**src/hdl/sorted_key_queue_macros.svh**
```systemverilog
// ----------------------------------------------------------------------------
// sorted_key_queue assertion macros
// concurrent assertion helpers shared by the sorted key queue rtl
// ----------------------------------------------------------------------------
`ifndef SORTED_KEY_QUEUE_MACROS_SVH
`define SORTED_KEY_QUEUE_MACROS_SVH

`ifndef ASSERT_OFF
// checked only while out of reset
`define SKQ_ASSERT(lbl, prop, msg) \
    lbl: assert property (@(posedge clk) disable iff (!rst_n) prop) else $error(msg);
// checked at every edge, reset included
`define SKQ_ASSERT_ALWAYS(lbl, prop, msg) \
    lbl: assert property (@(posedge clk) prop) else $error(msg);
`else
`define SKQ_ASSERT(lbl, prop, msg)
`define SKQ_ASSERT_ALWAYS(lbl, prop, msg)
`endif

`endif

```
**src/hdl/skq_pkg.sv**
```systemverilog
// ----------------------------------------------------------------------------
// skq_pkg
// types, codes and sizes of the sorted key queue
// ----------------------------------------------------------------------------
package skq_pkg;

    localparam int DEPTH = 16;
    localparam int CNT_W = $clog2(DEPTH + 1);

    localparam logic [2:0] FN_PREPEND   = 3'd0;
    localparam logic [2:0] FN_APPEND    = 3'd1;
    localparam logic [2:0] FN_POP_FIRST = 3'd2;
    localparam logic [2:0] FN_INSERT    = 3'd3;
    localparam logic [2:0] FN_REMOVE    = 3'd4;

    localparam logic [1:0] STAT_DONE = 2'd0;
    localparam logic [1:0] STAT_MISS = 2'd1;
    localparam logic [1:0] STAT_FULL = 2'd2;

    localparam logic signed [31:0] FRESH_KEY = 32'sd100;
    localparam logic signed [31:0] KEY_STEP  = 32'sd1;

    typedef struct packed {
        logic [2:0]         func;
        logic [31:0]        payload_in;
        logic signed [31:0] sort_key;
    } skq_cmd_t;

    typedef struct packed {
        logic [1:0]         status;
        logic [31:0]        payload_out;
        logic signed [31:0] key_out;
        logic               now_empty;
    } skq_rsp_t;

    typedef enum logic [1:0] {
        S_IDLE,
        S_EVAL,
        S_APPLY
    } skq_state_t;

    // which cells count as at or after the operation position
    typedef enum logic [1:0] {
        HIT_ALL,
        HIT_FREE,
        HIT_KEY
    } skq_hit_t;

    // which cell hands its entry to the controller
    typedef enum logic [1:0] {
        PICK_NONE,
        PICK_POS,
        PICK_MATCH,
        PICK_TAIL
    } skq_pick_mode_t;

    typedef struct packed {
        logic               eval_en;
        skq_hit_t           hit;
        skq_pick_mode_t     pick;
        logic               ins;
        logic               rem;
        logic signed [31:0] skey;
        logic signed [31:0] new_key;
        logic [31:0]        payload;
    } skq_ctl_t;

    typedef struct packed {
        logic               valid;
        logic signed [31:0] key;
        logic [31:0]        payload;
    } skq_ent_t;

    typedef struct packed {
        logic               found;
        logic signed [31:0] key;
        logic [31:0]        payload;
    } skq_pick_t;

endpackage

```
**src/hdl/sorted_key_queue.sv**
```systemverilog
// ----------------------------------------------------------------------------
// sorted_key_queue
// bounded queue of (key, payload) entries held in ascending key order
// ----------------------------------------------------------------------------
//
// channel   direction  handshake                 word
// command   in         start & !busy             cmd  (func, payload_in, sort_key)
// result    out        done, one cycle, no stall rsp  (status, payload_out, key_out,
//                                                      now_empty)
//
// every command passes through an evaluate cycle, in which each cell compares
// its key and the position ripples down the cell chain, then an apply cycle in
// which the cells shift one place; the next word is taken in the apply cycle
// the result word shows on rsp with done for one cycle right after the apply
// edge; it cannot be held off
// reset clears the entry count and all cell valid bits; no clearing pass
//
module sorted_key_queue
    import skq_pkg::*;
(
    input  logic     clk,
    input  logic     rst_n,
    input  logic     start,
    output logic     busy,
    input  skq_cmd_t cmd,
    output logic     done,
    output skq_rsp_t rsp
);

`include "sorted_key_queue_macros.svh"

    skq_state_t  state_reg, state_next;
    skq_cmd_t    cmd_reg, cmd_next;
    logic [CNT_W-1:0] count_reg, count_next;
    skq_pick_t   pick_reg, pick_next;
    skq_rsp_t    rsp_reg, rsp_next;
    logic        done_reg, done_next;
    skq_ctl_t    ctl;
    logic        accept;
    logic        full;
    logic        empty;

    // cell chain wiring
    skq_ent_t    ent_w   [DEPTH];
    skq_ent_t    left_w  [DEPTH];
    skq_ent_t    right_w [DEPTH];
    logic        seen_w  [DEPTH+1];
    logic        pos_w   [DEPTH+1];
    skq_pick_t   pick_w  [DEPTH+1];
    logic [DEPTH-1:0] valid_vec;

    assign seen_w[0]   = 1'b0;
    assign pos_w[DEPTH] = 1'b0;
    assign pick_w[0]   = '0;

    for (genvar i = 0; i < DEPTH; i++)
    begin : g_cell
        if (i == 0)
        begin : g_head
            assign left_w[i] = '0;
        end
        else
        begin : g_mid_l
            assign left_w[i] = ent_w[i-1];
        end
        if (i == DEPTH - 1)
        begin : g_tail
            assign right_w[i] = '0;
        end
        else
        begin : g_mid_r
            assign right_w[i] = ent_w[i+1];
        end
        assign valid_vec[i] = ent_w[i].valid;

        skq_cell u_cell (
            .clk       (clk),
            .rst_n     (rst_n),
            .ctl       (ctl),
            .left      (left_w[i]),
            .right     (right_w[i]),
            .seen_in   (seen_w[i]),
            .seen_out  (seen_w[i+1]),
            .pos_right (pos_w[i+1]),
            .pos_out   (pos_w[i]),
            .pick_in   (pick_w[i]),
            .pick_out  (pick_w[i+1]),
            .ent       (ent_w[i])
        );
    end

    assign busy   = (state_reg == S_EVAL);
    assign accept = start & ~busy;
    assign full   = (count_reg == CNT_W'(DEPTH));
    assign empty  = (count_reg == '0);

    always_comb
    begin
        state_next = state_reg;
        cmd_next   = cmd_reg;
        count_next = count_reg;
        pick_next  = pick_reg;
        rsp_next   = rsp_reg;
        done_next  = 1'b0;

        ctl         = '0;
        ctl.hit     = HIT_ALL;
        ctl.pick    = PICK_NONE;
        ctl.skey    = cmd_reg.sort_key;
        ctl.payload = cmd_reg.payload_in;

        // the cells see the search mode in eval and apply alike; it only matters in eval
        unique case (cmd_reg.func)
            FN_PREPEND:
            begin
                ctl.hit  = HIT_ALL;
                ctl.pick = PICK_POS;
            end
            FN_APPEND:
            begin
                ctl.hit  = HIT_FREE;
                ctl.pick = PICK_TAIL;
            end
            FN_POP_FIRST:
            begin
                ctl.hit  = HIT_ALL;
                ctl.pick = PICK_POS;
            end
            FN_INSERT:
            begin
                ctl.hit  = HIT_KEY;
                ctl.pick = PICK_NONE;
            end
            FN_REMOVE:
            begin
                ctl.hit  = HIT_KEY;
                ctl.pick = PICK_MATCH;
            end
            default:
            begin
                ctl.hit  = HIT_ALL;
                ctl.pick = PICK_NONE;
            end
        endcase

        // new key for head, tail or sorted insert
        unique case (cmd_reg.func)
            FN_PREPEND: ctl.new_key = empty ? FRESH_KEY : pick_reg.key - KEY_STEP;
            FN_APPEND:  ctl.new_key = empty ? FRESH_KEY : pick_reg.key + KEY_STEP;
            default:    ctl.new_key = cmd_reg.sort_key;
        endcase

        unique case (state_reg)
            S_IDLE:
            begin
                if (accept)
                begin
                    cmd_next   = cmd;
                    state_next = S_EVAL;
                end
            end
            S_EVAL:
            begin
                ctl.eval_en = 1'b1;
                pick_next   = pick_w[DEPTH];
                state_next  = S_APPLY;
            end
            S_APPLY:
            begin
                done_next           = 1'b1;
                rsp_next.status      = STAT_DONE;
                rsp_next.payload_out = '0;
                rsp_next.key_out     = '0;
                unique case (cmd_reg.func)
                    FN_PREPEND, FN_APPEND, FN_INSERT:
                    begin
                        if (full)
                        begin
                            rsp_next.status = STAT_FULL;
                        end
                        else
                        begin
                            ctl.ins          = 1'b1;
                            rsp_next.key_out = ctl.new_key;
                            count_next       = count_reg + CNT_W'(1);
                        end
                    end
                    FN_POP_FIRST, FN_REMOVE:
                    begin
                        if (!pick_reg.found)
                        begin
                            rsp_next.status = STAT_MISS;
                        end
                        else
                        begin
                            ctl.rem              = 1'b1;
                            rsp_next.key_out     = pick_reg.key;
                            rsp_next.payload_out = pick_reg.payload;
                            count_next           = count_reg - CNT_W'(1);
                        end
                    end
                    default:
                    begin
                        rsp_next.status = STAT_DONE;
                    end
                endcase
                rsp_next.now_empty = (count_next == '0);
                if (accept)
                begin
                    cmd_next   = cmd;
                    state_next = S_EVAL;
                end
                else
                begin
                    state_next = S_IDLE;
                end
            end
            default:
            begin
                state_next = S_IDLE;
            end
        endcase
    end

    always_ff @(posedge clk or negedge rst_n)
    begin
        if (!rst_n)
        begin
            state_reg <= S_IDLE;
            count_reg <= '0;
            done_reg  <= 1'b0;
        end
        else
        begin
            state_reg <= state_next;
            count_reg <= count_next;
            done_reg  <= done_next;
        end
    end

    always_ff @(posedge clk)
    begin
        cmd_reg  <= cmd_next;
        pick_reg <= pick_next;
        rsp_reg  <= rsp_next;
    end

    assign done = done_reg;
    assign rsp  = rsp_reg;

    // entry count tracks the occupied cells
    `SKQ_ASSERT(a_count_cells, $countones(valid_vec) == int'(count_reg), "count mismatch")
    // no result word while reset is held
    `SKQ_ASSERT_ALWAYS(a_reset_quiet, !rst_n |=> !done, "done during reset")
    // a result word follows an apply cycle
    `SKQ_ASSERT(a_done_after_apply, done |-> $past(state_reg == S_APPLY), "stray done")
    // evaluate always leads straight to apply
    `SKQ_ASSERT(a_eval_apply, state_reg == S_EVAL |=> state_reg == S_APPLY, "eval not followed by apply")
    // a rejected insert only happens with every cell occupied
    `SKQ_ASSERT(a_full_reject, done && rsp.status == STAT_FULL |-> count_reg == CNT_W'(DEPTH), "false full")
    // the empty flag agrees with the count
    `SKQ_ASSERT(a_empty_flag, done |-> rsp.now_empty == (count_reg == '0), "empty flag wrong")

endmodule

```
**src/hdl/skq_cell.sv**
```systemverilog
// ----------------------------------------------------------------------------
// skq_cell
// one queue slot: compares against the search key and shifts with neighbors
// ----------------------------------------------------------------------------
module skq_cell
    import skq_pkg::*;
(
    input  logic      clk,
    input  logic      rst_n,
    input  skq_ctl_t  ctl,
    input  skq_ent_t  left,
    input  skq_ent_t  right,
    input  logic      seen_in,
    output logic      seen_out,
    input  logic      pos_right,
    output logic      pos_out,
    input  skq_pick_t pick_in,
    output skq_pick_t pick_out,
    output skq_ent_t  ent
);

    logic               valid_reg, valid_next;
    logic signed [31:0] key_reg, key_next;
    logic [31:0]        payload_reg, payload_next;
    logic               after_reg, after_next;
    logic               pos_reg, pos_next;
    logic               less;
    logic               hit;
    logic               is_pos;
    logic               take;

    always_comb
    begin
        less = key_reg < ctl.skey;
        unique case (ctl.hit)
            HIT_ALL:  hit = 1'b1;
            HIT_FREE: hit = ~valid_reg;
            HIT_KEY:  hit = ~valid_reg | ~less;
            default:  hit = 1'b1;
        endcase
        is_pos   = hit & ~seen_in;
        seen_out = seen_in | hit;
        pos_out  = is_pos;

        unique case (ctl.pick)
            PICK_NONE:  take = 1'b0;
            PICK_POS:   take = is_pos & valid_reg;
            PICK_MATCH: take = is_pos & valid_reg & (key_reg == ctl.skey);
            PICK_TAIL:  take = valid_reg & pos_right;
            default:    take = 1'b0;
        endcase
        pick_out.found   = pick_in.found | take;
        pick_out.key     = pick_in.key | (take ? key_reg : '0);
        pick_out.payload = pick_in.payload | (take ? payload_reg : '0);

        after_next = ctl.eval_en ? seen_in : after_reg;
        pos_next   = ctl.eval_en ? is_pos : pos_reg;

        valid_next   = valid_reg;
        key_next     = key_reg;
        payload_next = payload_reg;
        // insert shifts toward the tail, remove shifts toward the head
        if (ctl.ins && after_reg)
        begin
            valid_next   = left.valid;
            key_next     = left.key;
            payload_next = left.payload;
        end
        else if (ctl.ins && pos_reg)
        begin
            valid_next   = 1'b1;
            key_next     = ctl.new_key;
            payload_next = ctl.payload;
        end
        else if (ctl.rem && (after_reg || pos_reg))
        begin
            valid_next   = right.valid;
            key_next     = right.key;
            payload_next = right.payload;
        end
    end

    always_ff @(posedge clk or negedge rst_n)
    begin
        if (!rst_n)
        begin
            valid_reg <= 1'b0;
            after_reg <= 1'b0;
            pos_reg   <= 1'b0;
        end
        else
        begin
            valid_reg <= valid_next;
            after_reg <= after_next;
            pos_reg   <= pos_next;
        end
    end

    always_ff @(posedge clk)
    begin
        key_reg     <= key_next;
        payload_reg <= payload_next;
    end

    assign ent.valid   = valid_reg;
    assign ent.key     = key_reg;
    assign ent.payload = payload_reg;

endmodule

```
**config.mk**
```make
export PLATFORM = sky130hd
export DESIGN_NAME = sorted_key_queue
export DESIGN_NICKNAME = d
export VERILOG_FILES = /design/src/hdl/skq_pkg.sv /design/src/hdl/sorted_key_queue.sv /design/src/hdl/skq_cell.sv
export VERILOG_INCLUDE_DIRS = /design/src /design/src/hdl
export SDC_FILE = /design/constraint.sdc
export NUM_CORES = 2
export LEC_CHECK = 0
export BUFFER_PORTS_ARGS = -buffer_cell sky130_fd_sc_hd__buf_2
export CORE_MARGIN = 2
export CORE_UTILIZATION = 34
export CTS_BUF_LIST = sky130_fd_sc_hd__clkbuf_4 sky130_fd_sc_hd__clkbuf_8
export DETAILED_ROUTE_END_ITERATION = 16
export GPL_TIMING_DRIVEN = 0
export HOLD_SLACK_MARGIN = 0.1
export PLACE_DENSITY = 0.56
export SYNTH_ARGS = -nofsm -noshare
export SYNTH_HDL_FRONTEND = slang
export SYNTH_SLANG_ARGS = --single-unit
export TNS_END_PERCENT = 100
```
**constraint.sdc**
```tcl
create_clock -name clk -period 5.7 [get_ports clk]
set_input_delay 1.71 -clock clk [delete_from_list [all_inputs] [get_ports clk]]
set_output_delay 1.71 -clock clk [all_outputs]
set_load 0.01 [all_outputs]
```
==> results.rst <==
.. list-table::
   :header-rows: 1

   * - Metric
     - Value
   * - Crit path setup slack, layout
     - -409 ps
   * - Total global-route track usage
     - 0.454
   * - Ratio of routed vias to standard cells
     - 6.65
   * - Unrepaired setup endpoints after global routing
     - yes
   * - Chip Height
     - 501 µm
   * - Startpoint class of the critical path
     - flop
   * - Critical Path End Type
     - flop
   * - Outcome
     - finished with violations
   * - Antenna violations before repair
     - 46
   * - Part of the Yosys area used for sequential elements
     - 0.454
   * - Site Rows
     - 182
   * - Clock period minus final worst setup slack
     - 6110 ps
   * - # port buffers
     - 138
   * - Post-synthesis instance total
     - 9767
   * - Final cell area excluding filler cells
     - 101000 µm²
   * - Vias in the first global route
     - 84800
   * - Period utilization
     - 1.07
   * - Clock root buffer
     - sky130_fd_sc_hd__clkbuf_8
   * - Final-report max-slew violation count
     - 44
   * - Final setup violation count
     - 90
   * - Sequential cell area
     - 38100 µm²
   * - Starting density of the core
     - 0.342
   * - Leading register cell type out of synthesis
     - sky130_fd_sc_hd__edfxtp_1
   * - Post-synth ARST share
     - 0.0423
   * - Worst-case vdd ir drop
     - 0.241 mV
   * - Critical-path maximum fanout
     - 10
   * - Clock-pin slew reported for the worst setup and hold paths after clock tree synthesis
     - 60 ps
   * - Final hold vios
     - 0
   * - Wire length of the first global-routing pass
     - 767000 µm
   * - Areal power density over the cells
     - 254 nW/µm²
   * - Arrival time at the worst endpoint
     - 6680 ps
   * - Slew @ Worst Pin
     - 1590 ps
   * - Post-synthesis cell type count
     - 100
   * - Final net count
     - 11000
   * - Detailed-router iteration count before antenna repair
     - 6
   * - Post-Syn Area
     - 83900 µm²
   * - Number of inserted filler cells in the final layout
     - 24900
   * - Area growth from synthesis to layout
     - 20.6%
   * - Final Wtd Congestion
     - 1.04
   * - Maximum frequency from static timing analysis
     - 164 MHz
   * - Overall via count from detail_route
     - 92200
   * - Required time of the critical path
     - 6270 ps
   * - Hold crit path type
     - in2async
   * - Std-Cell Core Area
     - 245000 µm²
   * - Number of nets in the synthesized netlist
     - 10400
   * - Final HPWL from detailed placement
     - 471000 µm
   * - Area post-placement
     - 90000 µm²
   * - Max Cap Viol
     - 5
   * - Normalized max-slew margin
     - -0.0631
   * - Clock Tree Buf Depth
     - 4
   * - Leak pwr
     - 0.0359 µW
   * - Count of synthesis-stage warnings from yosys
     - 0
   * - Synthesized area per cell
     - 8.59 µm²
   * - Post-synthesis sequential element count
     - 1277
   * - Final cell count without fillers
     - 13900
   * - Drt total wl
     - 590000 µm
   * - Type of the setup path with the least slack
     - reg2reg
   * - Initial DRC count
     - 14700
   * - Num ports
     - 139
   * - Final antenna-violating net count
     - 0
   * - Final routed wire length divided by cell count
     - 42.6 µm
   * - DRC violations left
     - 0
   * - CTS Hold Bufs
     - 0
   * - Number of flops mapped to enable cells by yosys
     - 1223
   * - CTS H-tree lvls
     - 5
   * - Failing checks
     - capacitance limit, slew limit, setup timing
   * - Total number of clock tree sinks
     - 1277
   * - Worst reg2reg setup slack
     - -410 ps
   * - Total global routing overflow
     - 0
   * - Area taken by multi-input logic gates
     - 45100 µm²
   * - TritonCTS clock tree
     - done
   * - Fraction of layout instances using a drive strength above 1
     - 0.138
   * - Chip Width
     - 501 µm
   * - Placed Cells
     - 13200
   * - Die Area
     - 251000 µm²
   * - Worst Clk Skew
     - 131 ps
   * - Clock latency on the worst-skew pair
     - 1130 ps
   * - Maximum number of pins on one net before global-route repair
     - 65
   * - Num CTS Buffers
     - 280
==> synthesized netlist by cell type (15+ instances only) <==
cell                        instances  area share
sky130_fd_sc_hd__buf_2             50      0.0030
sky130_fd_sc_hd__a21oi_1          510       0.030
sky130_fd_sc_hd__o221ai_1          19      0.0020
sky130_fd_sc_hd__o21ai_1           52      0.0031
sky130_fd_sc_hd__nand4_1          411       0.031
sky130_fd_sc_hd__dfrtp_1           54       0.016
sky130_fd_sc_hd__and2_1            55      0.0041
sky130_fd_sc_hd__clkbuf_1         789       0.035
sky130_fd_sc_hd__ha_1             518       0.077
sky130_fd_sc_hd__nor4b_1           20      0.0021
sky130_fd_sc_hd__and3_1            76      0.0057
sky130_fd_sc_hd__o31ai_1           20      0.0018
sky130_fd_sc_hd__a32o_1            15      0.0018
sky130_fd_sc_hd__a221oi_1          16      0.0017
sky130_fd_sc_hd__inv_1            148      0.0066
sky130_fd_sc_hd__o2bb2ai_1         16      0.0017
sky130_fd_sc_hd__a2111oi_0         84      0.0088
sky130_fd_sc_hd__nor3_1            78      0.0047
sky130_fd_sc_hd__nor4_1            63      0.0047
sky130_fd_sc_hd__or3_1             77      0.0057
sky130_fd_sc_hd__buf_1             29      0.0013
sky130_fd_sc_hd__a31oi_1          465       0.035
sky130_fd_sc_hd__a21o_1            41      0.0037
sky130_fd_sc_hd__and4_1            19      0.0020
sky130_fd_sc_hd__nand2b_1          16      0.0012
sky130_fd_sc_hd__nor2_1          1005       0.045
sky130_fd_sc_hd__a221o_1           15      0.0018
sky130_fd_sc_hd__o211ai_1         155       0.014
sky130_fd_sc_hd__a22o_1            80      0.0084
sky130_fd_sc_hd__edfxtp_1        1223        0.44
sky130_fd_sc_hd__nand3_1          377       0.022
sky130_fd_sc_hd__o2111ai_1         30      0.0031
sky130_fd_sc_hd__nand2_1         2085       0.093
sky130_fd_sc_hd__o32ai_1           82      0.0086
sky130_fd_sc_hd__o21ai_0          798       0.048
sky130_fd_sc_hd__o22ai_1           22      0.0016
sky130_fd_sc_hd__a211oi_1          46      0.0041
==> timing repair <==
| action | 4_1_cts | 5_1_grt |
|---|---|---|
| setup buffers | 154 | 43 |
| endpoints found under the setup margin | 2059 | 116 |
| pin swaps | 63 | 58 |
| resized for setup | 773 | 186 |
==> critical path, cell delays in order (launching register included) <==
cell and delay (ps):
sky130_fd_sc_hd__edfxtp_1 370, sky130_fd_sc_hd__buf_12 160, sky130_fd_sc_hd__clkinvlp_4 70, sky130_fd_sc_hd__buf_4 180, sky130_fd_sc_hd__buf_8 180, sky130_fd_sc_hd__ha_1 320
sky130_fd_sc_hd__nand4_1 90, sky130_fd_sc_hd__buf_4 170, sky130_fd_sc_hd__nor4_4 280, sky130_fd_sc_hd__buf_6 200, sky130_fd_sc_hd__and4_4 280, sky130_fd_sc_hd__o31a_1 360
sky130_fd_sc_hd__nor3_4 100, sky130_fd_sc_hd__buf_4 170, sky130_fd_sc_hd__o22ai_4 240, sky130_fd_sc_hd__nor4_4 90, sky130_fd_sc_hd__buf_12 170, sky130_fd_sc_hd__buf_6 170
sky130_fd_sc_hd__buf_8 160, sky130_fd_sc_hd__nand3_2 100, sky130_fd_sc_hd__nand4_1 720, sky130_fd_sc_hd__nor4_2 470, sky130_fd_sc_hd__nand4_1 550
==> layout make-up <==
class | instances | area share
multi-input combinational | 7469 | 0.445
sequential | 1277 | 0.376
clock buffer | 376 | 0.0460
buffer | 863 | 0.0413
tap | 3220 | 0.0398
timing repair buffer | 396 | 0.0375
inverter | 149 | 0.00710
clock inverter | 93 | 0.00569
antenna | 25 | 0.000619
==> cell usage in the layout (no fill, tap or decap), drive strengths merged, types with 78 or more instances in the layout <==
cell        n
a31oi     465
or3        78
ha        518
o211ai    156
nand3     377
a22o       80
clkbuf   1140
o32ai      82
a2111oi    87
nand4     412
o21ai     851
a21oi     510
clkinv     82
nand2    2086
buf       488
nor2     1006
edfxtp   1223
inv       126
nor3       79
==> metrics by stage <==
stage               hold slack, ps   util  power [µW]  setup TNS (ps)  setup WS, ps
floorplan                      439      -       12800               0           521
global placement               454  0.361       14800        -6440500         -8250
detailed placement             506  0.367       14900        -2590110         -5960
CTS                            450  0.408       25400            -236          -224
global route                   475  0.412       26100           -1340          -227
finish                         497  0.412       25700           -7920          -409
==> worst paths after layout <==
path / startpoint / to / cells after the start
worst min register to register: pick_reg[30] / rsp[63] / 1
worst max register to register: cmd_reg[28] / pick_reg[64] / 22
min in group clk: pick_reg[30] / rsp[63] / 1
worst max-delay path: cmd_reg[28] / pick_reg[64] / 22
max in group asynchronous: rst_n / g_cell[1].u_cell.valid_reg / 2
worst min-delay path: rst_n / count_reg[4] / 1
==> per-layer routing <==
| metal | part of all wire | GRT usage | vias to the layer above |
|---|---|---|---|
| met1 | 0.38 | 0.576 | 46200 |
| met2 | 0.42 | 0.667 | 6850 |
| met4 | 0.097 | 0.363 | 16 |
| met3 | 0.10 | 0.0973 | 1494 |
| met5 | 0.00019 | 0 | - |
| li1 | - | - | 37600 |
==> logic make-up (layout without fill, tap and decap cells) <==
family	count (synthesis)	in the layout	synth area share
and+or+nand+nor	4359	4359	0.229
AOI/OAI and AO/OA	2571	2571	0.190
DFF	1277	1277	0.454
buffers and inverters	1021	1877	0.0467
adders and majority gates	518	518	0.0773
xor gates and xnor gates	17	17	0.00178
muxes	4	4	0.000507
other	0	25	0
==> power by group <==
group,total (µW),leakage (µW),internal (µW),switching [µW]
Clock,10400,0.00277,5530,4880
Combinational,4100,0.0212,1040,3060
Sequential,11200,0.0119,10700,503
No activity file was read; power rests on OpenSTA's default activity.
